File: src/tvtc_pkg.sv
package tvtc_pkg;

	localparam int WORD_COUNT = 8;
	localparam int WORD_MAX   = 5;

	// result codes
	localparam logic [2:0] TYPE_NULL   = 3'd0;
	localparam logic [2:0] TYPE_BOOL   = 3'd1;
	localparam logic [2:0] TYPE_INT    = 3'd2;
	localparam logic [2:0] TYPE_FLOAT  = 3'd3;
	localparam logic [2:0] TYPE_STRING = 3'd4;

	// integer recogniser phases
	localparam logic [1:0] IP_START  = 2'd0;
	localparam logic [1:0] IP_SIGN   = 2'd1;
	localparam logic [1:0] IP_DIGITS = 2'd2;
	localparam logic [1:0] IP_REJECT = 2'd3;

	// real number recogniser phases
	localparam logic [2:0] RP_START      = 3'd0;
	localparam logic [2:0] RP_MANT       = 3'd1;
	localparam logic [2:0] RP_EXP_START  = 3'd2;
	localparam logic [2:0] RP_EXP_SIGN   = 3'd3;
	localparam logic [2:0] RP_EXP_DIGITS = 3'd4;
	localparam logic [2:0] RP_REJECT     = 3'd5;

	// word order: null, nil, true, false, yes, no, 1, 0
	localparam logic [0:WORD_COUNT-1][0:WORD_MAX-1][7:0] WORD_TEXT = '{
		'{"n", "u", "l", "l", 8'h00},
		'{"n", "i", "l", 8'h00, 8'h00},
		'{"t", "r", "u", "e", 8'h00},
		'{"f", "a", "l", "s", "e"},
		'{"y", "e", "s", 8'h00, 8'h00},
		'{"n", "o", 8'h00, 8'h00, 8'h00},
		'{"1", 8'h00, 8'h00, 8'h00, 8'h00},
		'{"0", 8'h00, 8'h00, 8'h00, 8'h00}
	};
	localparam logic [0:WORD_COUNT-1][2:0] WORD_LEN = '{
		3'd4, 3'd3, 3'd4, 3'd5, 3'd3, 3'd2, 3'd1, 3'd1
	};

	typedef struct packed {
		logic                  skipping_blanks;
		logic                  text_ended;
		logic [2:0]            seen_count;
		logic [WORD_COUNT-1:0] keyword_alive;
		logic [1:0]            integer_phase;
		logic [2:0]            real_phase;
		logic                  seen_digit;
		logic                  seen_dot;
	} tvtc_state_t;

	localparam tvtc_state_t STATE_RESET = '{
		skipping_blanks: 1'b1,
		text_ended:      1'b0,
		seen_count:      3'd0,
		keyword_alive:   {WORD_COUNT{1'b1}},
		integer_phase:   IP_START,
		real_phase:      RP_START,
		seen_digit:      1'b0,
		seen_dot:        1'b0
	};

endpackage

File: src/tvtc_ifs.sv
interface tvtc_text_if;
	logic       valid;
	logic       ready;
	logic [7:0] text_byte;
	logic       has_byte;
	logic       last_byte;

	modport source (output valid, text_byte, has_byte, last_byte, input ready);
	modport sink (input valid, text_byte, has_byte, last_byte, output ready);
endinterface

interface tvtc_result_if;
	logic       valid;
	logic       ready;
	logic [2:0] type_code;

	modport source (output valid, type_code, input ready);
	modport sink (input valid, type_code, output ready);
endinterface

File: src/text_value_type_classifier.sv
// Text value type classifier.
// The text channel carries one byte of a text field per item, with has_byte
// marking a real byte (clear only for empty text) and last_byte closing the
// field. For each item with last_byte set, one item leaves on the result
// channel with type_code: 0 null, 1 bool, 2 int, 3 float, 4 string.
// Items without last_byte produce nothing.
// Every text item is registered, then classified by a short block of logic
// into the result register: result.valid rises when the last item of a text
// leaves the input register. One item is taken every cycle while text.ready holds.
// When the receiver stalls, the result register holds its type code. Items
// that are not last keep flowing; a last item waits in the input register
// until the result register is free, and text.ready then drops.
// Reset clears both registers' valid flags and returns the scan state to
// the start of a text, as does each last item.
module text_value_type_classifier (
	input  logic             clk,
	input  logic             arst_n,
	tvtc_text_if.sink        text,
	tvtc_result_if.source    result
);
	import tvtc_pkg::*;

	logic        valid_s1;
	logic [7:0]  text_byte_s1;
	logic        has_byte_s1;
	logic        last_byte_s1;
	tvtc_state_t state_q;
	tvtc_state_t state_nxt;
	logic [2:0]  code_nxt;
	logic        out_valid_q;
	logic [2:0]  type_code_q;
	logic        advance;

	assign advance    = valid_s1 && (!last_byte_s1 || !out_valid_q || result.ready);
	assign text.ready = !valid_s1 || advance;

	always_ff @(posedge clk or negedge arst_n) begin
		if (!arst_n) begin
			valid_s1 <= 1'b0;
		end else if (text.ready) begin
			valid_s1 <= text.valid;
		end
	end

	always_ff @(posedge clk) begin
		if (text.ready && text.valid) begin
			text_byte_s1 <= text.text_byte;
			has_byte_s1  <= text.has_byte;
			last_byte_s1 <= text.last_byte;
		end
	end

	tvtc_step u_step (
		.cur       (state_q),
		.text_byte (text_byte_s1),
		.has_byte  (has_byte_s1),
		.nxt       (state_nxt),
		.type_code (code_nxt)
	);

	always_ff @(posedge clk or negedge arst_n) begin
		if (!arst_n) begin
			state_q <= STATE_RESET;
		end else if (advance) begin
			state_q <= last_byte_s1 ? STATE_RESET : state_nxt;
		end
	end

	always_ff @(posedge clk or negedge arst_n) begin
		if (!arst_n) begin
			out_valid_q <= 1'b0;
		end else if (advance && last_byte_s1) begin
			out_valid_q <= 1'b1;
		end else if (result.ready) begin
			out_valid_q <= 1'b0;
		end
	end

	always_ff @(posedge clk) begin
		if (advance && last_byte_s1) begin
			type_code_q <= code_nxt;
		end
	end

	assign result.valid     = out_valid_q;
	assign result.type_code = type_code_q;

endmodule

File: src/tvtc_step.sv
module tvtc_step (
	input  tvtc_pkg::tvtc_state_t cur,
	input  logic [7:0]            text_byte,
	input  logic                  has_byte,
	output tvtc_pkg::tvtc_state_t nxt,
	output logic [2:0]            type_code
);
	import tvtc_pkg::*;

	logic [7:0]            folded;
	logic                  blank;
	logic                  digit;
	logic                  sign;
	logic [WORD_COUNT-1:0] hit;

	assign folded = (text_byte >= "A" && text_byte <= "Z") ? text_byte + 8'd32 : text_byte;
	assign blank  = (text_byte == 8'd32) || (text_byte >= 8'd9 && text_byte <= 8'd13);
	assign digit  = (text_byte >= "0") && (text_byte <= "9");
	assign sign   = (text_byte == "+") || (text_byte == "-");

	always_comb begin
		nxt = cur;
		if (has_byte && !cur.text_ended) begin
			if (text_byte == 8'h00) begin
				nxt.text_ended = 1'b1;
			end else if (!(cur.skipping_blanks && blank)) begin
				nxt.skipping_blanks = 1'b0;

				for (int k = 0; k < WORD_COUNT; k++) begin
					if (cur.seen_count >= WORD_LEN[k]) begin
						nxt.keyword_alive[k] = 1'b0;
					end else if (WORD_TEXT[k][cur.seen_count] != folded) begin
						nxt.keyword_alive[k] = 1'b0;
					end
				end
				if (cur.seen_count != 3'd7) begin
					nxt.seen_count = cur.seen_count + 3'd1;
				end

				case (cur.integer_phase) inside
					IP_START: begin
						if (sign) nxt.integer_phase = IP_SIGN;
						else if (digit) nxt.integer_phase = IP_DIGITS;
						else nxt.integer_phase = IP_REJECT;
					end
					IP_SIGN, IP_DIGITS: begin
						nxt.integer_phase = digit ? IP_DIGITS : IP_REJECT;
					end
					default: begin
					end
				endcase

				// a leading sign only opens the mantissa
				if (cur.real_phase == RP_START && sign) begin
					nxt.real_phase = RP_MANT;
				end else begin
					case (cur.real_phase) inside
						RP_START, RP_MANT: begin
							nxt.real_phase = RP_MANT;
							if (digit) nxt.seen_digit = 1'b1;
							else if (text_byte == "." && !cur.seen_dot) nxt.seen_dot = 1'b1;
							else if ((text_byte == "e" || text_byte == "E") && cur.seen_digit)
								nxt.real_phase = RP_EXP_START;
							else nxt.real_phase = RP_REJECT;
						end
						RP_EXP_START: begin
							if (sign) nxt.real_phase = RP_EXP_SIGN;
							else nxt.real_phase = digit ? RP_EXP_DIGITS : RP_REJECT;
						end
						RP_EXP_SIGN, RP_EXP_DIGITS: begin
							nxt.real_phase = digit ? RP_EXP_DIGITS : RP_REJECT;
						end
						default: begin
						end
					endcase
				end
			end
		end
	end

	always_comb begin
		for (int k = 0; k < WORD_COUNT; k++) begin
			hit[k] = nxt.keyword_alive[k] && (nxt.seen_count == WORD_LEN[k]);
		end
	end

	always_comb begin
		if (nxt.seen_count == 3'd0 || hit[0] || hit[1]) begin
			type_code = TYPE_NULL;
		end else if (|hit[WORD_COUNT-1:2]) begin
			type_code = TYPE_BOOL;
		end else if (nxt.integer_phase == IP_DIGITS) begin
			type_code = TYPE_INT;
		end else if (nxt.real_phase == RP_EXP_DIGITS ||
		             (nxt.real_phase == RP_MANT && nxt.seen_digit && nxt.seen_dot)) begin
			type_code = TYPE_FLOAT;
		end else begin
			type_code = TYPE_STRING;
		end
	end

endmodule

File: src/flat_wrapper.sv
// flat-port wrapper written by rule: the top's interface ports become plain ports
module text_value_type_classifier_flat import tvtc_pkg::*;
  (clk, arst_n, text_valid, text_text_byte, text_has_byte, text_last_byte, text_ready, result_valid, result_type_code, result_ready);
  tvtc_text_if text_i ();
  tvtc_result_if result_i ();
  input  logic clk;
  input  logic arst_n;
  input wire logic [$bits(text_i.valid)-1:0] text_valid;
  input wire logic [$bits(text_i.text_byte)-1:0] text_text_byte;
  input wire logic [$bits(text_i.has_byte)-1:0] text_has_byte;
  input wire logic [$bits(text_i.last_byte)-1:0] text_last_byte;
  output wire logic [$bits(text_i.ready)-1:0] text_ready;
  output wire logic [$bits(result_i.valid)-1:0] result_valid;
  output wire logic [$bits(result_i.type_code)-1:0] result_type_code;
  input wire logic [$bits(result_i.ready)-1:0] result_ready;
  assign text_i.valid = text_valid;
  assign text_i.text_byte = text_text_byte;
  assign text_i.has_byte = text_has_byte;
  assign text_i.last_byte = text_last_byte;
  assign text_ready = text_i.ready;
  assign result_valid = result_i.valid;
  assign result_type_code = result_i.type_code;
  assign result_i.ready = result_ready;
  text_value_type_classifier u_core (.clk(clk), .arst_n(arst_n), .text(text_i), .result(result_i));
endmodule
File: config.mk
export PLATFORM = sky130hd
export DESIGN_NAME = text_value_type_classifier_flat
export DESIGN_NICKNAME = d
export VERILOG_FILES = /design/src/tvtc_pkg.sv /design/src/tvtc_ifs.sv /design/src/text_value_type_classifier.sv /design/src/tvtc_step.sv /design/src/flat_wrapper.sv
export SDC_FILE = /design/constraint.sdc
export NUM_CORES = 1
export LEC_CHECK = 0
export BUFFER_PORTS_ARGS = -buffer_cell sky130_fd_sc_hd__buf_2
export CAP_MARGIN = 20
export CORE_MARGIN = 2
export CORE_UTILIZATION = 55
export DETAILED_ROUTE_END_ITERATION = 8
export HOLD_SLACK_MARGIN = 0.03
export PLACE_DENSITY = 0.73
export SYNTH_ARGS = -nofsm -noshare
export SYNTH_HDL_FRONTEND = slang
export SYNTH_HIERARCHICAL = 1
export SYNTH_SLANG_ARGS = --single-unit
File: constraint.sdc
create_clock -name clk -period 3.43 [get_ports clk]
set_input_delay 0.1715 -clock clk [delete_from_list [all_inputs] [get_ports clk]]
set_output_delay 0.1715 -clock clk [all_outputs]
set_load 0.005 [all_outputs]
==> Word level (Yosys, flattened, before mapping) <==
Memories as Yosys holds them, arrays and structs flattened.
Index checks and enable logic that the tools add are counted.
{ "totals": {"word_cells": 184, "rom_bits": 512, "reg_bits": 35, "inputBits": 14, "mem_count": 8} }
{ "op_classes": {"n_lt_le_gt_ge": 12, "bitwise_logic": 1, "n_reduce_logical": 50, "n_eq_ne": 31, "n_mux": 64, "addsub": 2} }
{ "memory_table": {"columns": ["memory", "depth", "width", "rd", "rd_clocked_by_memory_dff", "wr", "line_no", "rtl"], "rows": [
  ["(name not given)", 8, 8, 1, 0, 0, "tvtc_step.sv:32", "end else if (WORD_TEXT[k][cur.seen_count] != folded) begin"],
  ["(name not given)", 8, 8, 1, 0, 0, "tvtc_step.sv:32", null],
  ["(name not given)", 8, 8, 1, 0, 0, "tvtc_step.sv:32", null],
  ["(name not given)", 8, 8, 1, 0, 0, "tvtc_step.sv:32", null],
  ["(name not given)", 8, 8, 1, 0, 0, "tvtc_step.sv:32", null],
  ["(name not given)", 8, 8, 1, 0, 0, "tvtc_step.sv:32", null],
  ["2 more memories", null, null, null, null, null, null, null]
]} }
{ "op_table": {"columns": ["cell", "n"], "rows": [
  ["$mux W8", 17],
  ["$ne A8 B8 Y1", 8],
  ["$mux W20", 2],
  ["$mux W18", 2],
  ["$eq A8 B6 Y1 const B", 4],
  ["$mux W3", 10],
  ["$mux W1", 27],
  ["$logic_and A1 B1 Y1", 21],
  ["$eq A8 B7 Y1 const B", 2],
  ["$eq A3 B2 Y1 const B", 4],
  ["$eq A3 B3 Y1 const B", 4],
  ["$mux W2", 6],
  ["$eq A3 B1 Y1 const B", 3],
  ["$logic_or A1 B1 Y1", 9],
  ["$add A8 B6 Y8 const B", 1],
  ["$ge A8 B4 Y1 const B", 1],
  ["$ge A8 B6 Y1 const B", 1],
  ["$ge A8 B7 Y1 const B", 1],
  ["$le A8 B4 Y1 const B", 1],
  ["$le A8 B6 Y1 const B", 1],
  ["$le A8 B7 Y1 const B", 1],
  ["$logic_not A8 Y1", 1],
  ["$reduce_or A8 Y1", 1],
  ["$reduce_or A7 Y1", 1],
  ["18 further kinds", 31]
]} }

==> Longest topological paths before layout <==
Gate-level depths: netlist of run 1.
{ "depth": {"ltp_word": 18, "mapped_depth": 12, "depth_no_buf": 10} }

==> Modules after synthesis <==
The synthesis of run 1 kept the hierarchy.
{ "modules_own_cells": {"columns": ["mod", "area_each_um2", "cells_per_inst", "instances", "seq_area_each_um2"], "rows": [
  ["tvtc_step", 1717.9, 247, 1, 0.0],
  ["text_value_type_classifier", 1679.1, 135, 1, 952.2]
]} }

==> Least setup slack after synthesis of run 1 <==
Ideal clock, no wire load.
{ "synth_path": {"path_kind": "reg-to-reg", "from": "reg u_core/state_q[16] (netlist name)", "to": "reg u_core.type_code_q[2] (netlist: u_core/result.type_code[2]) (data pin)", "arrival_ns": 2.699, "period_less_slack_ns": 2.954, "path_stages_with_launch": 13, "path_slack_ns": 0.476, "path_buffers": 2, "path_cell_list": "dfrtp_1 -> clkbuf_1 -> inv_1 -> ha_1 -> buf_1 -> or3_1 -> nor4_1 -> a21oi_1 -> o211ai_2 -> a22oi_2 -> a2111oi_4 -> nor4_1 -> and3_1"} }
{ "synth_via": {"elab_chain_cells": 14, "word_cells_on_any_way": 77, "classes_between": "1 x add/sub; 5 x order compare; 14 x eq/ne; 36 x mux; 1 x bitwise; 12 x reduce/logical; 8 x memory"} }
{ "synth_lines": {"columns": ["item", "line_no", "rtl"], "rows": [
  ["from (decl)", "text_value_type_classifier.sv:27", "tvtc_state_t state_q;"],
  ["from (signal assigned)", "text_value_type_classifier.sv:65", "state_q <= last_byte_s1 ? STATE_RESET : state_nxt;"],
  ["$not A3 Y4 (implied by the code)", "tvtc_step.sv:32", null],
  ["$mem_v2 Z8 W8", null, null],
  ["$mux W8 (implied by the code) (2 in a row)", "tvtc_step.sv:32", null],
  ["$ne A8 B8 Y1", "tvtc_step.sv:32", null],
  ["$mux W1", "tvtc_step.sv:32", null],
  ["$mux W1", "tvtc_step.sv:30", "if (cur.seen_count >= WORD_LEN[k]) begin"],
  ["$mux W18", "tvtc_step.sv:26", "end else if (!(cur.skipping_blanks && blank)) begin"],
  ["$mux W18", "tvtc_step.sv:24", "if (text_byte == 8'h00) begin"],
  ["$mux W20 *", "tvtc_step.sv:23", "if (has_byte && !cur.text_ended) begin"],
  ["$logic_and A1 B1 Y1", "tvtc_step.sv:83", "hit[k] = nxt.keyword_alive[k] && (nxt.seen_count == WORD_LEN[k]);"],
  ["$logic_or A1 B1 Y1 (2 in a row)", "tvtc_step.sv:88", "if (nxt.seen_count == 3'd0 || hit[0] || hit[1]) begin"],
  ["$reduce_or A8 Y1 (no source line) *", null, null],
  ["to (signal assigned)", "text_value_type_classifier.sv:81", "type_code_q <= code_nxt;"],
  ["to (decl)", "text_value_type_classifier.sv:31", "logic [2:0] type_code_q;"]
]} }
Every way passes the cells marked *; elsewhere a longest branch is shown, timed or not. The select of a mux whose other input is x is not followed.
A chain may end at the register's enable or synchronous reset.

==> Worst setup path after layout of run 1 <==
Ends and elaborated chain as after synthesis.

==> results of run 1 <==
## report_power, final
part / switching, mW / internal, mW
logic: 0.329 / 0.251
clock network: 0.168 / 0.142
registers: 0.0879 / 0.509
## per-layer routing
metal	GRT usage	part of all wire	vias up
met5	0	0	-
li1	-	-	1434
met4	0.08361	0.020	0
met1	0.3485	0.45	1473
met3	0.04130	0.050	16
met2	0.4508	0.48	108
## what timing repair did
action | in CTS | in global routing
setup endpoints to repair | 0 | 2
gates resized for setup | 0 | 3
hold endpoints to repair | 13 | 1
hold buffers | 1 | 1
## layout by cell type, fill, tap and decap left out, types with 7 or more instances in the layout
cell type	Yosys	final
nor2_1	26	26
buf_4	5	10
buf_2	14	18
nor2b_1	10	10
nand2b_1	20	20
nor3_1	10	10
nand3b_1	14	14
ha_1	9	8
nor3b_1	10	10
edfxtp_1	13	13
nand4b_1	11	11
dfstp_2	9	9
nand2_1	16	16
inv_1	15	15
dfrtp_1	13	13
and4bb_1	7	7
nand3_1	20	20
a21oi_1	12	12
o21ai_0	14	14
nor3_2	7	7
## stage by stage
stage / std cells / hold slack (ns) / instance area [um^2]
6_report: 462 / 0.04920 / 3571
5_1_grt: 462 / 0.03477 / 3571
4_1_cts: 461 / 0.04189 / 3546
3_5_place_dp: 452 / 0.1884 / 3451
3_3_place_gp: 452 / 0.1787 / 3451
2_1_floorplan: 382 / -0.1241 / 3397
## sequential cells by signal, summed over array words and instances, names as in the netlist
signal                   count
u_core/text_byte_s1          8
u_core/last_byte_s1          1
u_core/result.type_code      3
u_core/valid_s1              1
u_core/has_byte_s1           1
u_core/state_q              20
u_core/result.valid          1
## final cells by class
class                           count  area [um^2]
Fill cell                         569         2385
Inverter                           16        60.06
Sequential cell                    35        952.2
Clock inverter                      2        12.51
Timing Repair Buffer               30        185.2
Tap cell                           75        93.84
Clock buffer                        6        72.57
Multi-Input combinational cell    298         2195
## path summary, 6_finish.rpt
kind	slack [ns]	cells past startpoint	endpoint	start
max in group asynchronous	2.66	2	u_core/state_q[19]	arst_n
setup reg to reg	0.23	10	u_core/result.type_code[2]	u_core/state_q[16]
hold / removal	0.05	1	u_core/text_byte_s1[0]	text_text_byte[0]
hold reg to reg	0.50	2	u_core/state_q[13]	u_core/state_q[13]
min in group asynchronous	0.39	2	u_core/state_q[15]	arst_n
setup / recovery	0.23	10	u_core/result.type_code[2]	u_core/state_q[16]
## cells by family (layout without fill, tap and decap cells)
kind of cell | Yosys count | count (layout) | share of synthesized area
xor+xnor | 12 | 12 | 0.03094
flops | 35 | 35 | 0.2803
fa+ha+maj | 9 | 9 | 0.03315
compound gates | 85 | 85 | 0.1978
simple gates | 188 | 188 | 0.3672
buf+inv | 49 | 54 | 0.07808
mux | 4 | 4 | 0.01252
## worst max-delay path, cell delays in order, from the launching register on
cell	delay [ns]
dfrtp_1	0.59
inv_1	0.23
ha_1	0.34
nor3b_1	0.22
a21oi_1	0.07
o22ai_1	0.20
nor4bb_2	0.45
a32oi_1	0.18
o41ai_1	0.37
nor4_1	0.12
and3_1	0.19
==> flow_metrics.env, run 1 <==
export IMPL_status="complete, no violations"
export IMPL_drc_errors=0
export IMPL_fin_crit_sh=0.9317
export IMPL_routed_wirelength_um=8520
export IMPL_firstDrtPassIters=5
export IMPL_max_vdd_ir_drop_mv=0.2654
export IMPL_synth_main_ff_cell="edfxtp_1"
export IMPL_grt_first_pass_wirelength_um=13940
export IMPL_yosysMostFrequentCell="nor2_1"
export IMPL_yosysTopAreaCellShare=0.1149
export IMPL_rsz0062_at_grt="false"
export IMPL_ctsLongestPathBuffers=2
export IMPL_core_um2=5956
export IMPL_yosys_warnings=6
export IMPL_place_hpwl_um=5779
export IMPL_cts_tree="done"
export IMPL_cts_htree_levels=2
export IMPL_fmax_mhz=312.9
export IMPL_p_per_area_nw_per_um2=416.6
export IMPL_relSlewSlack=0.4589
export IMPL_die_height_um=82.59
export IMPL_leakage_nw=1.375
export IMPL_post_synth_top_area_cell="edfxtp_1"
export IMPL_viasPerCell=6.561
export IMPL_grt_pass1_vias=2884
export IMPL_startpoint_type="flip-flop"
export IMPL_ys_top_cells_by_area="edfxtp_1, dfrtp_1, dfstp_2"
export IMPL_required_ns=3.48
export IMPL_synthArstFlopShare=0.6286
export IMPL_grt_usage=0.2662
export IMPL_drt_iter0_markers=325
export IMPL_fp_row_count=28
export IMPL_wl_per_cell_um=18.44
export IMPL_cts_root_buf="clkbuf_8"
export IMPL_port_buffers=18
export IMPL_postRouteAntennaNets=0
export IMPL_end_kind="flip-flop"
export IMPL_setup_viol=0
export IMPL_cts_setup_buffers=0
export IMPL_drive_gt1_frac=0.1964
export IMPL_overflow=0
export IMPL_fin_nets=409
export IMPL_worstPathMaxFanout=13
export IMPL_cap_violations=0
export IMPL_criticalPathCategory="flip-flop to flip-flop"
export IMPL_synth_area_per_cell_um2=8.893
export IMPL_finalCoreUtilization=0.5996
export IMPL_holdCritPathClass="input pin to flip-flop"
export IMPL_cts_buffers_inserted=5
export IMPL_period_needed_ns=3.196
export IMPL_place_ws_ns=0.1547
export IMPL_fin_ws_ns=0.2344
export IMPL_power_mw=1.488
export IMPL_worstMarginPinSlew_ns=0.8116
export IMPL_cts_reportedPaths_clkPinSlew_ns=0.08
export IMPL_fp_dieW_um=82.59
export IMPL_antenna_found_initial=0
export IMPL_place_gp_congestion=0.8868
export IMPL_syn_nets=405
export IMPL_synth_common_cells="nor2_1, nand2b_1, nand3_1, nand2_1, inv_1"
export IMPL_num_antenna_cells=0
export IMPL_cts_sinks=35
export IMPL_clock_latency_ns=0.30
export IMPL_pin_count=19
export IMPL_syn_area_um2=3397
export IMPL_synth_edf_count=13
export IMPL_syn_to_final_growth_pct=5.120
export IMPL_die_area_um2=6821
export IMPL_ys_ff_latch=35
export IMPL_hold_violations=0
export IMPL_skew_ns=0.005972
export IMPL_syn_inst=382
export IMPL_critical_path_arrival_ns=3.25
export IMPL_initial_core_util=0.5704
export IMPL_num_vias=3031
export IMPL_yosysSeqAreaShare=0.2803
export IMPL_slew_violations=0
export IMPL_grt_max_degree=42
export IMPL_timing_setup_tns_ns=0
export IMPL_synth_distinct_cells=79
Power figures use the tool's default switching activity.
==> run 2: changes to the inputs <==
--- a/config.mk
+++ b/config.mk
@@ -12,6 +12,8 @@
 export DETAILED_ROUTE_END_ITERATION = 8
 export HOLD_SLACK_MARGIN = 0.03
 export PLACE_DENSITY = 0.73
+export RECOVER_POWER = 100
+export SETUP_SLACK_MARGIN = 0.3
 export SYNTH_ARGS = -nofsm -noshare
 export SYNTH_HDL_FRONTEND = slang
 export SYNTH_HIERARCHICAL = 1
==> run 2 against run 1 <==
Compared with the run above:
- critical path depth decreased by 2
- clock skew about the same
- wire length increased by 2.6%
- via count increased by 1.6%
- register-to-register slack improved by 0.09 ns
- flip-flop and latch count unchanged
- design area decreased by 0.81%
- total power decreased by 0.11%
- sequential share of layout area increased by 0.25 points
- global-route usage increased by 0.14 points
- die area unchanged
- critical endpoint unchanged
- non-clock buffer count increased by 3
==> flow_metrics.env, run 2 (same netlist as run 1, synthesis figures left out) <==
export IMPL_criticalPathCategory="flip-flop to flip-flop"
export IMPL_syn_to_final_growth_pct=4.273
export IMPL_ctsLongestPathBuffers=2
export IMPL_cpPeakStageDelay_ns=0.62
export IMPL_finish_cell_count_without_fillers=465
export IMPL_slew_violations=0
export IMPL_pin_count=19
export IMPL_skew_ns=0.006354
export IMPL_hold_violations=0
export IMPL_r2r_end="u_core/result.type_code[2]"
export IMPL_fp_dieW_um=82.59
export IMPL_required_ns=3.48
export IMPL_startpoint_type="flip-flop"
export IMPL_status="complete, no violations"
export IMPL_num_vias=3078
export IMPL_cts_tree="done"
export IMPL_path_cells="nor4_1 -> o2bb2ai_1 -> o21ai_0 -> nor4bb_4 -> a32oi_1 -> o41ai_1 -> nor4_1 -> and3_1"
export IMPL_dp_cells=452
export IMPL_setup_viol=0
export IMPL_cts_htree_levels=2
export IMPL_rr_worst_depth=8
export IMPL_die_height_um=82.59
export IMPL_layout_common_cells="nor2_1, nand3_1, nand2b_1"
export IMPL_holdCritPathClass="input pin to flip-flop"
export IMPL_num_antenna_cells=0
export IMPL_dr_wl_met3_um=462
export IMPL_routed_wirelength_um=8741
export IMPL_wl_met2_um=4231
export IMPL_drive_gt1_frac=0.1667
export IMPL_met1_length_um=3929
export IMPL_design_area_um2=3542
export IMPL_crit_path_frequent_cell="nor4_1"
export IMPL_placed_cell_area_um2=3451
export IMPL_end_kind="flip-flop"
export IMPL_critical_path_arrival_ns=3.16
export IMPL_grt_first_pass_wirelength_um=13980
export IMPL_finalCoreUtilization=0.5947
export IMPL_antenna_found_initial=0
export IMPL_timing_setup_tns_ns=0
export IMPL_grt_pass1_vias=2885
export IMPL_overflow=0
export IMPL_cts_sinks=35
export IMPL_cts_root_buf="clkbuf_8"
export IMPL_core_um2=5956
export IMPL_min_path_cells=1
export IMPL_die_area_um2=6821
export IMPL_max_vdd_ir_drop_mv=0.2610
export IMPL_routed_top_layer="met4"
export IMPL_place_gp_congestion=0.8868
export IMPL_rrSetupSlack_ns=0.32
export IMPL_cts_buffers_inserted=5
export IMPL_wl_per_cell_um=18.80
export IMPL_period_needed_ns=3.107
export IMPL_firstDrtPassIters=5
export IMPL_relSlewSlack=0.1222
export IMPL_rsz0062_at_grt="false"
export IMPL_viasPerCell=6.619
export IMPL_fmax_mhz=321.8
export IMPL_worstMarginPinSlew_ns=1.317
export IMPL_leakage_nw=1.363
export IMPL_grt_usage=0.2676
export IMPL_cap_violations=0
export IMPL_grt_max_degree=42
export IMPL_top_register="u_core/state_q"
export IMPL_drc_errors=0
export IMPL_drt_iter0_markers=346
export IMPL_slowest_stage="edfxtp_1"
export IMPL_power_mw=1.486
export IMPL_port_buffers=18
export IMPL_place_hpwl_um=5779
export IMPL_min_from="text_text_byte[7]"
export IMPL_postRouteAntennaNets=0
export IMPL_r2r_start="u_core/text_byte_s1[2]"
export IMPL_fp_row_count=28
export IMPL_p_per_area_nw_per_um2=419.5
export IMPL_clock_latency_ns=0.30
export IMPL_fin_crit_sh=0.9059
export IMPL_worstPathMaxFanout=14
export IMPL_final_common_cell="nor2_1"
export IMPL_fin_nets=412
export IMPL_initial_core_util=0.5704
export IMPL_whs_endpoint="u_core/text_byte_s1[7]"
export IMPL_cts_reportedPaths_clkPinSlew_ns=0.07
export IMPL_largest_reg_flops=20
==> run 2: where the power goes <==
part | leakage [nW] | switching, mW | internal [mW]
registers | 0.390 | 0.0813 | 0.510
clock network | 0.0412 | 0.165 | 0.142
logic | 0.931 | 0.337 | 0.251
total | 1.36 | 0.584 | 0.902
==> run 2: critical path, delay by kind of cell, from the launching register on <==
| family | cells | cell delay, ns |
|---|---|---|
| flops | 1 | 0.62 |
| simple gates | 4 | 1.20 |
| compound gates | 4 | 1.06 |
==> run 2: worst max path at each step <==
stage	endpoint	from	slack, ns	depth (start not counted)
after floorplan	u_core/result.type_code[2]	u_core/state_q[16]	0.48	12
after global placement	u_core/result.type_code[2]	u_core/state_q[16]	0.28	10
after detailed placement	u_core/result.type_code[1]	u_core/state_q[16]	0.15	10
after CTS	u_core/result.type_code[2]	u_core/text_byte_s1[1]	0.31	8
after global routing	u_core/result.type_code[1]	u_core/state_q[16]	0.16	10
final	u_core/result.type_code[2]	u_core/text_byte_s1[2]	0.32	8
==> run 2: area by class of cell <==
| type | instances | area [um^2] |
|---|---|---|
| Clock buffer | 6 | 72.57 |
| Clock inverter | 2 | 12.51 |
| Fill cell | 576 | 2414 |
| Inverter | 16 | 60.06 |
| Multi-Input combinational cell | 298 | 2152 |
| Sequential cell | 35 | 953.4 |
| Tap cell | 75 | 93.84 |
| Timing Repair Buffer | 33 | 197.7 |
==> run 2: timing repair <==
| item | 4_1_cts | 5_1_grt |
|---|---|---|
| endpoints found under the setup margin | 2 | 3 |
| hold endpoints to repair | 13 | 1 |
| hold buffers | 1 | 1 |
| setup buffers | 0 | 3 |
| resized for setup | 4 | 3 |
==> run 2: stage by stage <==
step / setup WS [ns] / hold slack (ns)
4_1_cts: 0.3127 / 0.04189
3_5_place_dp: 0.1547 / 0.1884
6_report: 0.3229 / 0.05143
2_1_floorplan: 0.4760 / -0.1241
5_1_grt: 0.1612 / 0.03526
3_3_place_gp: 0.2846 / 0.1787
==> run 2: metal layers <==
layer | track usage | vias up
li1 | - | 1451
met1 | 0.3492 | 1483
met2 | 0.4548 | 131
met3 | 0.04130 | 13
met4 | 0.08361 | 0
met5 | 0 | -
==> run 3: changes to the inputs <==
--- a/config.mk
+++ b/config.mk
@@ -11,10 +11,11 @@
 export CORE_UTILIZATION = 55
 export DETAILED_ROUTE_END_ITERATION = 8
 export HOLD_SLACK_MARGIN = 0.03
-export PLACE_DENSITY = 0.73
+export PLACE_DENSITY = 0.7
 export RECOVER_POWER = 100
 export SETUP_SLACK_MARGIN = 0.3
 export SYNTH_ARGS = -nofsm -noshare
 export SYNTH_HDL_FRONTEND = slang
 export SYNTH_HIERARCHICAL = 1
 export SYNTH_SLANG_ARGS = --single-unit
+export TNS_END_PERCENT = 10
==> run 3 against run 2 <==
Compared with the run above:
- sequential share of layout area down 1.1 points
- clock power down 3%
- combinational power up 6.0%
- largest cell class unchanged
- cell count up 2.8%
- setup slack better by 0.085 ns
- first-iteration DRC count down 42%
- clock-buffer cell count unchanged
- global-route usage up 0.41 points
==> flow_metrics.env, run 3 (same netlist as run 1, synthesis figures left out) <==
export IMPL_status="complete, no violations"
export IMPL_grt_pass1_vias=2954
export IMPL_switchingPower_mw=0.5790
export IMPL_cts_reportedPaths_clkPinSlew_ns=0.08
export IMPL_dp_cells=459
export IMPL_hold_violations=0
export IMPL_finish_cell_count_without_fillers=478
export IMPL_rsz0062_at_grt="true"
export IMPL_worstPathMaxFanout=10
export IMPL_cts_htree_levels=2
export IMPL_cp_depth=10
export IMPL_max_vdd_ir_drop_mv=0.2012
export IMPL_fp_row_count=28
export IMPL_timing_setup_tns_ns=0
export IMPL_final_common_cell="nor2_1"
export IMPL_core_um2=5956
export IMPL_r2r_start="u_core/text_byte_s1[2]"
export IMPL_slowest_stage="edfxtp_1"
export IMPL_cts_root_buf="clkbuf_8"
export IMPL_cts_sinks=35
export IMPL_postRouteAntennaNets=0
export IMPL_rr_worst_depth=10
export IMPL_required_ns=3.48
export IMPL_cpPeakStageDelay_ns=0.54
export IMPL_holdCritPathClass="input pin to flip-flop"
export IMPL_grt_max_degree=43
export IMPL_end_kind="flip-flop"
export IMPL_firstDrtPassIters=5
export IMPL_cts_buffers_inserted=5
export IMPL_skew_ns=0.004462
export IMPL_switching_share=0.3855
export IMPL_path_cells="clkbuf_1 -> nor4_4 -> clkbuf_1 -> nand2_1 -> a21oi_1 -> xnor2_1 -> a32oi_2 -> a2111oi_4 -> nor4_1 -> and3_1"
export IMPL_r2r_end="u_core/result.type_code[2]"
export IMPL_initial_core_util=0.5704
export IMPL_criticalPathCategory="flip-flop to flip-flop"
export IMPL_crit_path_frequent_cell="clkbuf_1"
export IMPL_clock_latency_ns=0.28
export IMPL_relSlewSlack=0.09191
export IMPL_period_needed_ns=3.022
export IMPL_antenna_found_initial=0
export IMPL_place_gp_congestion=0.9357
export IMPL_layout_common_cells="nor2_1, buf_4, nand3_1, nand2b_1, nand2_1"
export IMPL_fp_dieW_um=82.59
export IMPL_p_per_area_nw_per_um2=406.9
export IMPL_p_comb_frac=0.415
export IMPL_port_buffers=18
export IMPL_top_register="u_core/state_q"
export IMPL_grt_usage=0.2717
export IMPL_wl_per_cell_um=18.01
export IMPL_worstMarginPinSlew_ns=1.362
export IMPL_setup_viol=0
export IMPL_die_area_um2=6821
export IMPL_crit_start="u_core/text_byte_s1[2]"
export IMPL_pin_count=19
export IMPL_grt_first_pass_wirelength_um=14320
export IMPL_endpoint="u_core/result.type_code[2]"
export IMPL_rrSetupSlack_ns=0.41
export IMPL_num_antenna_cells=0
export IMPL_drive_gt1_frac=0.2159
export IMPL_p_int_mw=0.9227
export IMPL_startpoint_type="flip-flop"
export IMPL_num_vias=3051
export IMPL_fin_crit_sh=0.8809
export IMPL_viasPerCell=6.383
export IMPL_drt_iter0_markers=201
export IMPL_critical_path_arrival_ns=3.07
export IMPL_clock_power_share=0.198
export IMPL_critPathTopFamily="compound AO/OA/AOI/OAI gates"
export IMPL_overflow=0
export IMPL_leakage_nw=1.441
export IMPL_die_height_um=82.59
export IMPL_routed_wirelength_um=8610
export IMPL_seq_power_share=0.387
export IMPL_largest_reg_flops=20
export IMPL_place_hpwl_um=5978
export IMPL_crit_buf_inv=2
export IMPL_cap_violations=0
export IMPL_fin_nets=425
export IMPL_syn_to_final_growth_pct=8.656
export IMPL_slew_violations=0
export IMPL_ctsLongestPathBuffers=2
export IMPL_fmax_mhz=330.9
export IMPL_drc_errors=0
export IMPL_cts_tree="done"
[run 3: changes by cell type in the layout (fill, tap and decap cells not counted), sizes merged]
| cell | previous run | this run |
|---|---|---|
| clkinvlp | 1 | 2 |
| buf | 26 | 38 |
| clkbuf | 11 | 13 |
| clkinv | 2 | 1 |
| dlygate4sd3 | 2 | 1 |
[run 3: what timing repair did]
action | in CTS | in global routing
gates resized for setup | 1 | 9
setup endpoints to repair | 1 | 3
hold buffers | 1 | 0
hold endpoints to repair | 13 | 0
setup buffers | 0 | 10
[run 3: cell type report]
cell class                 count  area (um^2)
multi-input combinational    298         2208
fill                         546         2265
tap                           75        93.84
inverter                      16        63.81
timing repair buffer          46        286.5
sequential                    35        953.4
clock inverter                 2        12.51
clock buffer                   6        72.57
[run 3: power groups by stage]
stage | clock [mW] | sequential (mW) | combinational (mW)
global route | 0.317 | 0.590 | 0.691
global placement | 0 | 0.587 | 0.575
finish | 0.298 | 0.581 | 0.623
detailed placement | 0 | 0.590 | 0.588
CTS | 0.305 | 0.582 | 0.594
floorplan | 0 | 0.559 | 0.480
[run 3: per-layer routing]
metal,global-route usage,wire length [um],share of wire,vias to the layer above
met5,0,0,0,-
met4,0.05082,126,0.015,0
met3,0.03696,347,0.040,15
met2,0.4831,4278,0.50,88
met1,0.3539,3858,0.45,1479
li1,-,-,-,1469
[run 3: through the flow]
step / worst slack [ns] / hold WS (ns) / instance area [um^2] / utilization / power, mW
2_1_floorplan: 0.4760 / -0.1241 / 3397 / - / 1.038
3_3_place_gp: 0.3107 / 0.1884 / 3503 / 0.5882 / 1.162
3_5_place_dp: 0.2888 / 0.1893 / 3503 / 0.5882 / 1.178
4_1_cts: 0.3401 / 0.05025 / 3605 / 0.6053 / 1.481
5_1_grt: 0.1632 / 0.05125 / 3691 / 0.6197 / 1.597
6_report: 0.4084 / 0.05663 / 3691 / 0.6197 / 1.502
[run 3: how the worst min path moves through the flow]
stage	start	to	slack, ns	cells after the start
after floorplan	arst_n	u_core/result.valid	-0.12	0
after global placement	arst_n	u_core/state_q[16]	0.19	1
after detailed placement	arst_n	u_core/state_q[16]	0.19	1
after CTS	text_last_byte	u_core/last_byte_s1	0.05	1
after global routing	text_text_byte[5]	u_core/text_byte_s1[5]	0.05	1
final	text_last_byte	u_core/last_byte_s1	0.06	1
